**src/sv/utfsd_pkg.sv**
```systemverilog
`timescale 1ns / 1ps

package utfsd_pkg;

   localparam int UNIT_W = 21;

   // Result queue depth: one item may push two results.
   localparam int RSP_DEPTH = 4;
   localparam int RSP_PTR_W = $clog2(RSP_DEPTH);
   localparam int RSP_CNT_W = $clog2(RSP_DEPTH + 1);

   localparam logic [UNIT_W-1:0] QMARK_CODE     = 21'h00003F;
   localparam logic [UNIT_W-1:0] BOM_CODE       = 21'h00FEFF;
   localparam logic [UNIT_W-1:0] SURR_HIGH_BASE = 21'h00D7C0;
   localparam logic [UNIT_W-1:0] SURR_LOW_BASE  = 21'h00DC00;

   localparam logic [2:0] SEQ_NONE  = 3'd0;
   localparam logic [2:0] SEQ_TWO   = 3'd2;
   localparam logic [2:0] SEQ_THREE = 3'd3;
   localparam logic [2:0] SEQ_FOUR  = 3'd4;

   typedef struct packed {
      logic [7:0] in_byte;
      logic       final_byte;
   } req_type;

   typedef struct packed {
      logic [UNIT_W-1:0] code_unit;
      logic              bad_sequence;
      logic              run_end;
   } rsp_type;

   typedef struct packed {
      logic [1:0]        bytes_pending;
      logic [UNIT_W-1:0] partial_value;
      logic [2:0]        seq_length;
      logic              at_string_start;
      logic              ignoring_rest;
   } dec_state_type;

   localparam dec_state_type DEC_STATE_RESET = '{
      bytes_pending:   2'd0,
      partial_value:   '0,
      seq_length:      SEQ_NONE,
      at_string_start: 1'b1,
      ignoring_rest:   1'b0
   };

   typedef struct packed {
      logic [1:0]    count;
      rsp_type       first;
      rsp_type       second;
      dec_state_type next_state;
   } dec_result_type;

endpackage

```
**src/sv/utfsd_decode.sv**
```systemverilog
`timescale 1ns / 1ps

module utfsd_decode import utfsd_pkg::*; (
   input  dec_state_type  state,
   input  req_type        item,
   input  logic           pair_output,
   output dec_result_type result
);

   logic [7:0]        b;
   logic              last;
   dec_state_type     nxt;
   logic [1:0]        n;
   rsp_type           r0;
   rsp_type           r1;
   logic [UNIT_W-1:0] cp;

   always_comb begin
      b    = item.in_byte;
      last = item.final_byte;
      nxt  = state;
      n    = 2'd0;
      r0   = '0;
      r1   = '0;
      cp   = {state.partial_value[UNIT_W-7:0], b[5:0]};

      if (state.ignoring_rest) begin
         n = 2'd0;
      end else if (state.bytes_pending != 2'd0) begin
         if (b == 8'd0) begin
            r0 = '{code_unit: QMARK_CODE, bad_sequence: 1'b1, run_end: 1'b0};
            n = 2'd1;
            nxt.ignoring_rest = 1'b1;
         end else begin
            nxt.partial_value = cp;
            nxt.bytes_pending = state.bytes_pending - 2'd1;
            if (state.bytes_pending == 2'd1) begin
               if (state.seq_length == SEQ_THREE) begin
                  // A byte-order mark is dropped only as the string's first unit.
                  if (!(cp == BOM_CODE && state.at_string_start)) begin
                     r0 = '{code_unit: cp, bad_sequence: 1'b0, run_end: 1'b0};
                     n = 2'd1;
                  end
               end else if (state.seq_length == SEQ_FOUR && pair_output) begin
                  r0 = '{code_unit: SURR_HIGH_BASE + {10'd0, cp[UNIT_W-1:10]},
                         bad_sequence: 1'b0, run_end: 1'b0};
                  r1 = '{code_unit: SURR_LOW_BASE | {11'd0, cp[9:0]},
                         bad_sequence: 1'b0, run_end: 1'b0};
                  n = 2'd2;
               end else begin
                  r0 = '{code_unit: cp, bad_sequence: 1'b0, run_end: 1'b0};
                  n = 2'd1;
               end
               nxt.at_string_start = 1'b0;
               nxt.seq_length      = SEQ_NONE;
               nxt.partial_value   = '0;
            end else if (last) begin
               r0 = '{code_unit: QMARK_CODE, bad_sequence: 1'b1, run_end: 1'b0};
               n = 2'd1;
            end
         end
      end else if (b == 8'd0) begin
         nxt.ignoring_rest = 1'b1;
      end else if (b[7] == 1'b0) begin
         r0 = '{code_unit: {13'd0, b}, bad_sequence: 1'b0, run_end: 1'b0};
         n = 2'd1;
         nxt.at_string_start = 1'b0;
      end else if (b[7:5] == 3'b110) begin
         nxt.partial_value = {16'd0, b[4:0]};
         nxt.bytes_pending = 2'd1;
         nxt.seq_length    = SEQ_TWO;
      end else if (b[7:4] == 4'b1110) begin
         nxt.partial_value = {17'd0, b[3:0]};
         nxt.bytes_pending = 2'd2;
         nxt.seq_length    = SEQ_THREE;
      end else if (b[7:3] == 5'b11110) begin
         nxt.partial_value = {18'd0, b[2:0]};
         nxt.bytes_pending = 2'd3;
         nxt.seq_length    = SEQ_FOUR;
      end else begin
         r0 = '{code_unit: QMARK_CODE, bad_sequence: 1'b1, run_end: 1'b0};
         n = 2'd1;
         nxt.at_string_start = 1'b0;
      end

      // A lead byte flagged as last leaves its sequence unfinished.
      if (last && n == 2'd0 && nxt.bytes_pending != 2'd0 && !nxt.ignoring_rest) begin
         r0 = '{code_unit: QMARK_CODE, bad_sequence: 1'b1, run_end: 1'b0};
         n = 2'd1;
      end

      if (n == 2'd1) begin
         r0.run_end = 1'b1;
      end else if (n == 2'd2) begin
         r1.run_end = 1'b1;
      end

      if (last) begin
         nxt = DEC_STATE_RESET;
      end

      result.count      = n;
      result.first      = r0;
      result.second     = r1;
      result.next_state = nxt;
   end

endmodule

```
**src/sv/utfsd_rsp_queue.sv**
```systemverilog
`timescale 1ns / 1ps

module utfsd_rsp_queue import utfsd_pkg::*; (
   input  logic     clock,
   input  logic     reset,
   input  logic [1:0] push_count,
   input  rsp_type  push_first,
   input  rsp_type  push_second,
   output logic     room_for_two,
   output logic     out_valid,
   input  logic     out_ready,
   output rsp_type  out_data
);

   rsp_type                entry_ff [RSP_DEPTH];
   logic [RSP_PTR_W-1:0]   wr_ptr_ff;
   logic [RSP_PTR_W-1:0]   wr_ptr_in;
   logic [RSP_PTR_W-1:0]   rd_ptr_ff;
   logic [RSP_PTR_W-1:0]   rd_ptr_in;
   logic [RSP_CNT_W-1:0]   count_ff;
   logic [RSP_CNT_W-1:0]   count_in;
   logic [RSP_PTR_W-1:0]   wr_next;
   logic                   pop;

   assign pop          = out_valid && out_ready;
   assign out_valid    = (count_ff != '0);
   assign out_data     = entry_ff[rd_ptr_ff];
   assign room_for_two = (count_ff <= RSP_CNT_W'(RSP_DEPTH - 2));
   assign wr_next      = wr_ptr_ff + RSP_PTR_W'(1);

   always_comb begin
      wr_ptr_in = wr_ptr_ff + RSP_PTR_W'(push_count);
      rd_ptr_in = pop ? rd_ptr_ff + RSP_PTR_W'(1) : rd_ptr_ff;
      count_in  = count_ff + RSP_CNT_W'(push_count) - RSP_CNT_W'(pop);
   end

   always_ff @(posedge clock) begin
      if (reset) begin
         wr_ptr_ff <= '0;
         rd_ptr_ff <= '0;
         count_ff  <= '0;
      end else begin
         wr_ptr_ff <= wr_ptr_in;
         rd_ptr_ff <= rd_ptr_in;
         count_ff  <= count_in;
      end
   end

   always_ff @(posedge clock) begin
      if (push_count != 2'd0) begin
         entry_ff[wr_ptr_ff] <= push_first;
      end
      if (push_count == 2'd2) begin
         entry_ff[wr_next] <= push_second;
      end
   end

endmodule

```
**src/sv/utf8_stream_decoder.sv**
```systemverilog
`timescale 1ns / 1ps

// Channel   Direction  Handshake              Carries
// req_      in         req_valid/req_ready    req_type: one byte, last-byte flag
// rsp_      out        rsp_valid/rsp_ready    rsp_type: code unit, error mark, run end
// csr_      in         csr_valid/csr_ready    pair_output mode bit
//
// A byte is taken into an input register, decoded from there, and its
// zero, one or two results written into a four-entry result queue.
// One byte per cycle is sustained while the queue has room; both results of a
// byte go in together. The decode stage waits while the queue has fewer than
// two free entries. Synchronous reset clears the queue, the input stage and the
// decoder state; the mode bit resets to whole code points.

module utf8_stream_decoder import utfsd_pkg::*; (
   input  logic    clock,
   input  logic    reset,
   input  logic    req_valid,
   output logic    req_ready,
   input  req_type req_data,
   output logic    rsp_valid,
   input  logic    rsp_ready,
   output rsp_type rsp_data,
   input  logic    csr_valid,
   output logic    csr_ready,
   input  logic    csr_wdata
);

   logic           stage_valid_ff;
   logic           stage_valid_in;
   req_type        stage_ff;
   dec_state_type  state_ff;
   dec_state_type  state_in;
   logic           pair_output_ff;
   logic           pair_output_in;
   dec_result_type dec;
   logic           room_for_two;
   logic           advance;
   logic [1:0]     push_count;

   assign csr_ready  = 1'b1;
   assign advance    = stage_valid_ff && room_for_two;
   assign req_ready  = !stage_valid_ff || room_for_two;
   assign push_count = advance ? dec.count : 2'd0;

   utfsd_decode u_decode (
      .state       (state_ff),
      .item        (stage_ff),
      .pair_output (pair_output_ff),
      .result      (dec)
   );

   utfsd_rsp_queue u_rsp_queue (
      .clock        (clock),
      .reset        (reset),
      .push_count   (push_count),
      .push_first   (dec.first),
      .push_second  (dec.second),
      .room_for_two (room_for_two),
      .out_valid    (rsp_valid),
      .out_ready    (rsp_ready),
      .out_data     (rsp_data)
   );

   always_comb begin
      stage_valid_in = stage_valid_ff;
      if (req_valid && req_ready) begin
         stage_valid_in = 1'b1;
      end else if (advance) begin
         stage_valid_in = 1'b0;
      end
      state_in       = advance ? dec.next_state : state_ff;
      pair_output_in = (csr_valid && csr_ready) ? csr_wdata : pair_output_ff;
   end

   always_ff @(posedge clock) begin
      if (reset) begin
         stage_valid_ff <= 1'b0;
         state_ff       <= DEC_STATE_RESET;
         pair_output_ff <= 1'b0;
      end else begin
         stage_valid_ff <= stage_valid_in;
         state_ff       <= state_in;
         pair_output_ff <= pair_output_in;
      end
   end

   always_ff @(posedge clock) begin
      if (req_valid && req_ready) begin
         stage_ff <= req_data;
      end
   end

endmodule

```
**config.mk**
```make
export PLATFORM = sky130hd
export DESIGN_NAME = utf8_stream_decoder
export DESIGN_NICKNAME = d
export VERILOG_FILES = /design/src/sv/utfsd_pkg.sv /design/src/sv/utfsd_decode.sv /design/src/sv/utfsd_rsp_queue.sv /design/src/sv/utf8_stream_decoder.sv
export SDC_FILE = /design/constraint.sdc
export NUM_CORES = 1
export LEC_CHECK = 0
export BUFFER_PORTS_ARGS = -buffer_cell sky130_fd_sc_hd__buf_2
export CAP_MARGIN = 20
export CORE_MARGIN = 3
export CORE_UTILIZATION = 40
export CTS_BUF_LIST = sky130_fd_sc_hd__clkbuf_8
export DETAILED_ROUTE_END_ITERATION = 16
export HOLD_SLACK_MARGIN = 0.12
export PLACE_DENSITY_LB_ADDON = 0.2
export SETUP_SLACK_MARGIN = 0.3
export SLEW_MARGIN = 20
export SYNTH_ARGS = -nofsm -noshare
export SYNTH_HDL_FRONTEND = slang
export SYNTH_HIERARCHICAL = 1
export SYNTH_SLANG_ARGS = --single-unit
```
**constraint.sdc**
```tcl
create_clock -name clock -period 11.4 [get_ports clock]
set_input_delay 0.57 -clock clock [delete_from_list [all_inputs] [get_ports clock]]
set_output_delay 0.57 -clock clock [all_outputs]
set_load 0.005 [all_outputs]
```
* Word-level counts from Yosys, hierarchy flattened
Memories as Yosys holds them, arrays and structs flattened. A register that Yosys moved wholly into a read port is not among the register bits.
Index checks and enable logic that the tools add are counted.
** Storage, ports and cells
- Memories kept :: 1
- RAM bits :: 92
- Logic and storage cells :: 121
- Register bits :: 40
** Operators by class
- Eq/ne operators :: 16
- Order comparisons :: 1
- Reductions and logical operators :: 23
- $add $sub $neg :: 7
- Muxes and demuxes :: 61
** Memories
- u_rsp_queue.entry_ff :: depth 4, width 23, read ports 1, clocked after memory_dff 1, write ports 2, RTL line utfsd_rsp_queue.sv:15 : rsp_type entry_ff [RSP_DEPTH];
** Operators by type and width (count)
- 23-bit 2-to-1 mux :: 17
- 26-bit 2-to-1 mux :: 4
- 28-bit 2-to-1 mux :: 3
- 27-bit 2-to-1 mux :: 2
- 2-bit 2-to-1 mux :: 14
- 25-bit 2-to-1 mux :: 1
- 21-bit by 16-bit equality test with 1-bit output (second input constant) :: 1
- 18-bit 2-to-1 mux :: 1
- 16-bit by 11-bit adder with 17-bit output (first input constant) :: 1
- 1-bit 2-to-1 mux :: 17
- 8-bit 2-to-1 mux :: 2
- 4-bit by 3-bit inequality test with 1-bit output (second input constant) :: 3
- 1-bit logical AND :: 8
- 8-bit logical NOT :: 1
- 2-bit nonzero test :: 4
- 7-bit AND reduction :: 1
- 3-bit equality test (second input constant) :: 2
- 6-bit AND reduction :: 1
- 3-bit nonzero test :: 2
- 5-bit equality test (second input constant) :: 1
- 5-bit AND reduction :: 1
- 5-bit nonzero test :: 1
- 2-bit by 1-bit adder with 2-bit output (second input constant) :: 2
- 2-bit by 1-bit equality test with 1-bit output (second input constant) :: 2
- other kinds (13) :: 16

* Depth between registers and ports, before layout
Gate-level depths: netlist of run 1.
- Depth after elaboration :: 17
- Gate-level depth with buffers :: 15
- Gate-level depth less buffers :: 13

* Hierarchy
The synthesis of run 1 kept the hierarchy.
** Modules (own cells, without submodules)
- utfsd_rsp_queue :: cells each 273, sequential area each 2942.8 um^2, times used 1, area an instance 5178.7 um^2
- utfsd_decode :: cells each 256, sequential area each 0.0 um^2, times used 1, area an instance 1600.3 um^2
- utf8_stream_decoder :: cells each 148, sequential area each 870.8 um^2, times used 1, area an instance 1572.8 um^2

* Worst setup path before layout of run 1
No wires, ideal clock.
- Path kind :: register to register
- Start point :: register state_ff[26] in the netlist's numbering
- End point :: memory u_rsp_queue/entry_ff[0][0] in the netlist's numbering (enable)
- Path buffers :: 0
- Clock period less this slack :: 4.396 ns
- Cell stages (with the launch flop) :: 12
- Setup time :: 0.439 ns
- Setup slack :: 7.004 ns
- Data arrival time :: 3.957 ns
- Required time :: 10.961 ns
- Path through :: dfxtp_1 -> inv_1 -> ha_1 -> inv_2 -> or3_4 -> o21ai_2 -> a221o_2 -> nor2b_1 -> a21o_1 -> and3_1 -> nor2_1 -> o31ai_1
** RTL lines
- from (decl) :: RTL line utf8_stream_decoder.sv:32 : dec_state_type state_ff;
- from (signal assigned) :: RTL line utf8_stream_decoder.sv:83 : state_ff <= state_in;
- to (decl) :: RTL line utfsd_rsp_queue.sv:15

==> results.ini, run 1 <==
[status]
outcome = complete, no violations

[die]
die_h_um = 147.8
start_util_pct = 41.06
fp.coreArea_mm2 = 0.01959
die_w_um = 147.8
io_pins = 41
rows = 51
dieArea_mm2 = 0.02185

[cts]
cts_buffers = 17
clock-sinks = 134
ctsHoldBuffers = 0
cts_tree = yes
cts_resized = 0
cts_setup_buffers = 0
cts_root_buffer = clkbuf_8
clockBufferDepth = 2
cts.htree.levels = 4
clk_latency_ns = 0.45
cts.clk_slew.worst_paths_ns = 0.08

[route]
first_pass_iters = 7
drcViolationCount = 0
via_per_inst = 5.631
wl_per_cell_um = 20.29
dr.first_iter.drc_count = 450
dr_total_vias = 5237
routed_wl_mm = 18.87
detail-route-antenna-nets = 0

[placement]
dpl_cell_area_mm2 = 0.008285
gp_congestion = 0.8978
hpwlAfterDp_mm = 12.30
port_buffers = 39

[global_routing]
grt_pass1_vias = 5281
grtUsageTotal_pct = 17.75
overflow = 0
antenna_found_initial = 0
grt_pass1_wl_mm = 30.29
grt_max_degree = 48

[power_and_ir_drop]
power_per_cell_area_mw_per_mm2 = 149.6
p_leak_uw = 0.003098
peakVddDrop_mv = 0.1033
p_total_uw = 1304

[timing]
worst_pin_slew_ns = 0.9823
min_period_over_period_pct = 42.07
fmax_ghz = 0.2085
finalHoldViolCount = 0
maxSlewViolCount = 0
min_period_ns = 4.796
setup_violations = 0
skew_ns = 0.01450
max-slew-margin-rel_pct = 34.51
rsz0062_at_grt = no
setup_tns_ns = 0

[flow_run]
maxCapViolCount = 0

[setup_path]
rr_worst_depth = 12
crit_required_ns = 11.46
cp_common_cell = a21o_1
critPathMaxStageDelay_ns = 0.79
cp_max_fo = 24
cp.arrival_ns = 4.86
startpoint_type = register
cpMaxStageDelayCell = a21o_1
end_kind = register
critical_path.cell_chain = inv_1, ha_1, inv_2, o31ai_4, nand2_1, a221o_2, nor2b_1, a21o_1, and3_1, nor4bb_4, buf_4, a21o_1
worstSetupPathType = register to register

[layout]
diodes = 0
final_util_pct = 44.51
synthToLayoutAreaGrowth_pct = 8.399
nets = 676
mostFrequentLayoutCell = edfxtp_1
final_cell_mix = edfxtp_1, mux2_2, nor2_1
final_area_mm2 = 0.008720
drive_gt1_share_pct = 37.14

[synthesis]
syn_inst = 641
synth_area_mm2 = 0.008044
avgSynthCellArea_um2 = 12.55
yosysWarnings = 6

[min_path]
hp-class = input pin to register
min_path_cells = 1

[layer usage]
metal / global-route usage (%) / share of wire (%)
met1: 24.76 / 46
met2: 28.31 / 48
met3: 3.587 / 4.9
met4: 5.081 / 1.1
met5: 0 / 0
[worst max-delay path: cells and delay by family (launching register included)]
kind,cells,cell delay (ns)
compound gates,4,1.71
fa+ha+maj,1,0.71
buf+inv,3,0.71
flops,1,0.35
simple gates,4,0.92
[flip-flops by register name (all words and copies together), names as in the netlist, named ones only]
register               count
stage_ff                   9
pair_output_ff             1
u_rsp_queue/wr_ptr_ff      2
stage_valid_ff             1
u_rsp_queue/count_ff       3
u_rsp_queue/entry_ff      92
u_rsp_queue/rd_ptr_ff      2
state_ff                  22
[per-stage QoR]
| stage | worst slack (ns) | hold slack [ns] | instances |
|---|---|---|---|
| global placement | 6.691 | 0.5441 | 898 |
| CTS | 6.613 | 0.2560 | 930 |
| floorplan | 7.004 | 0.4746 | 647 |
| detailed placement | 6.636 | 0.5554 | 898 |
| global route | 6.329 | 0.2464 | 930 |
| finish | 6.604 | 0.2926 | 930 |
[power breakdown]
group | internal [uW] | switching, uW | leakage, uW
combinational | 139 | 142 | 0.00168
sequential | 557 | 27.7 | 0.00120
clock | 240 | 200 | 0.000217
[layout make-up]
cell class	count	area, um2
Tap cell	265	331.6
Timing Repair Buffer	50	277.8
Fill cell	1846	10870
Inverter	18	67.56
Clock inverter	15	200.2
Multi-Input combinational cell	431	3915
Sequential cell	134	3694
Clock buffer	17	234.0
[worst paths after layout]
check                 startpoint                         end  slack [ns]
setup / recovery    state_ff[26]  u_rsp_queue/entry_ff[2][3]        6.60
setup reg to reg    state_ff[26]  u_rsp_queue/entry_ff[2][3]        6.60
hold reg to reg   pair_output_ff              pair_output_ff        0.57
hold / removal       req_data[3]                 stage_ff[3]        0.29
Power figures use the tool's default switching activity.
==> run 2, diff against run 1 <==
Settings changed: ABC_AREA set to 1.
Clock period 11.4 ns to 4.35 ns, I/O delays scaled along.
==> run 2 against run 1 <==
Net effect:
- die area increased by 3.3%
- total power rose to 3.2 times the previous value
- non-clock buffer count rose by 32
- clock power grew to 2.6 times the previous value
- synthesized cell count grew 62%
- maximum frequency is 30% higher
- design area up 5.4%
- utilization is 0.63 points higher
- cell count increased by 46%
- hold slack improved by 0.18 ns
- wire length grew 16%
- critical path type unchanged
- critical endpoint is now u_rsp_queue/entry_ff[0][10]
- largest cell class unchanged
- highest routed layer unchanged
==> results.ini, run 2 <==
[die]
start_util_pct = 40.85
fp.coreArea_mm2 = 0.02036
rows = 52
io_pins = 41
die_h_um = 150.2
die_w_um = 150.2
dieArea_mm2 = 0.02256

[cts]
cts.clk_slew.worst_paths_ns = 0.08
cts_buffers = 17
cts_root_buffer = clkbuf_8
cts.htree.levels = 4
cts_tree = yes
clk_latency_ns = 0.46
clock-sinks = 134
clockBufferDepth = 2

[timing]
min_period_ns = 3.688
finalHoldViolCount = 0
skew_ns = 0.009551
maxSlewViolCount = 0
max-slew-margin-rel_pct = 27.37
min_period_over_period_pct = 84.79
fmax_ghz = 0.2711
worst_pin_slew_ns = 1.080
rsz0062_at_grt = no
setup_violations = 0
setup_tns_ns = 0
holdWs_ns = 0.4697

[route]
routed_wl_mm = 21.82
dr_total_vias = 6909
wl_per_cell_um = 16.07
drcViolationCount = 0
detail-route-antenna-nets = 0
dr.first_iter.drc_count = 422
via_per_inst = 5.088
first_pass_iters = 5

[layout]
nets = 1099
fillCellCount = 2083
final_cell_mix = nand2_1, nor2_1, edfxtp_1
regArea_mm2 = 0.003694
largest_reg_flops = 92
largestRegisters = u_rsp_queue/entry_ff x92, state_ff x22, stage_ff x9
mostFrequentLayoutCell = nand2_1
synthToLayoutAreaGrowth_pct = 10.50
multi_input_area_mm2 = 0.003775
diodes = 0
drive_gt1_share_pct = 17.65
top_register = u_rsp_queue/entry_ff

[min_path]
hp-class = input pin to register

[placement]
gp_congestion = 0.9323
hpwlAfterDp_mm = 15.00
port_buffers = 39

[status]
outcome = complete, no violations

[synthesis]
syn_inst = 1041
avgSynthCellArea_um2 = 7.992
synth_area_mm2 = 0.008319
yosysWarnings = 6

[setup_path]
worstSetupPathType = register to register
critical_path.cell_chain = inv_2, nand2_1, inv_1, nand3_2, nor2_4, nor3_4, nand3_4, nand2_1, inv_1, nor2_1, nor2_1, o31ai_4, buf_4
cpMaxStageDelayCell = dfxtp_1
critical_path.top_delay_family = simple AND/OR/NAND/NOR gates
end_kind = register
crit_required_ns = 4.46
critPathBufInv = 4
cp_max_fo = 23
cp.arrival_ns = 3.80
startpoint_type = register
critPathMaxStageDelay_ns = 0.71

[global_routing]
grt_pass1_vias = 6622
overflow = 0
antenna_found_initial = 0
grtUsageTotal_pct = 20.26
grt_max_degree = 47
grt_pass1_wl_mm = 35.63

[power_and_ir_drop]
power_per_cell_area_mw_per_mm2 = 458.3
p_leak_uw = 0.003528
peakVddDrop_mv = 0.2200

[flow_run]
maxCapViolCount = 0

run 2: final timing paths:
| path | startpoint | end | slack (ns) | depth (start not counted) |
|---|---|---|---|---|
| min | req_data[0] | stage_ff[0] | 0.47 | 2 |
| max | state_ff[0] | u_rsp_queue/entry_ff[0][10] | 0.66 | 13 |
| min reg2reg | u_rsp_queue/rd_ptr_ff[0] | register | 0.49 | 2 |
| max reg2reg | state_ff[0] | u_rsp_queue/entry_ff[0][10] | 0.66 | 13 |
run 2: final cells by class:
| type | count | share of cell area [%] |
|---|---|---|
| Timing Repair Buffer | 82 | 6.071 |
| Clock inverter | 15 | 2.096 |
| Clock buffer | 17 | 2.545 |
| Tap cell | 270 | 3.675 |
| Inverter | 107 | 4.369 |
| Sequential cell | 134 | 40.18 |
| Multi-Input combinational cell | 733 | 41.06 |
run 2: worst reg2reg max path, delay by kind of cell (launching register included):
| family | cells | cell delay [ns] |
|---|---|---|
| buffers and inverters | 4 | 0.86 |
| AND/OR/NAND/NOR | 8 | 1.55 |
| AO/OA/AOI/OAI | 1 | 0.22 |
| flip-flops | 1 | 0.71 |
run 2: power breakdown:
group | leakage, uW | internal, uW | total [uW] | switching, uW
clock | 0.000214 | 584 | 1140 | 552
combinational | 0.00217 | 507 | 1440 | 930
sequential | 0.00115 | 1540 | 1640 | 100
total | 0.00353 | 2630 | 4210 | 1580
run 2: per-layer routing:
layer  vias up  GRT usage [%]  wire length, um  part of all wire [%]
li1       3519              -                -                     -
met1      3203          26.85             9978                    46
met2       166          33.77            10490                    48
met3        21          4.576             1079                   4.9
met4         0          5.032              272                   1.2
met5         -              0                0                     0
run 2: stage by stage:
step / total power [uW] / utilization (%) / area, um2 / instances / setup WS (ns)
floorplan: 2685 / - / 8342 / 1047 / 0.1394
global placement: 3078 / 42.13 / 8579 / 1307 / 0.6818
detailed placement: 3096 / 42.13 / 8579 / 1307 / 0.5771
CTS: 4246 / 45.01 / 9166 / 1355 / 0.5591
global route: 4515 / 45.14 / 9193 / 1358 / 0.4234
finish: 4213 / 45.14 / 9193 / 1358 / 0.6618
run 2: repair_timing:
action / 4_1_cts / 5_1_grt
gates resized for setup: 0 / 0
endpoints found under the setup margin: 0 / 48
hold buffers: 16 / 0
endpoints found under the hold margin: 16 / 0
setup buffers: 0 / 3
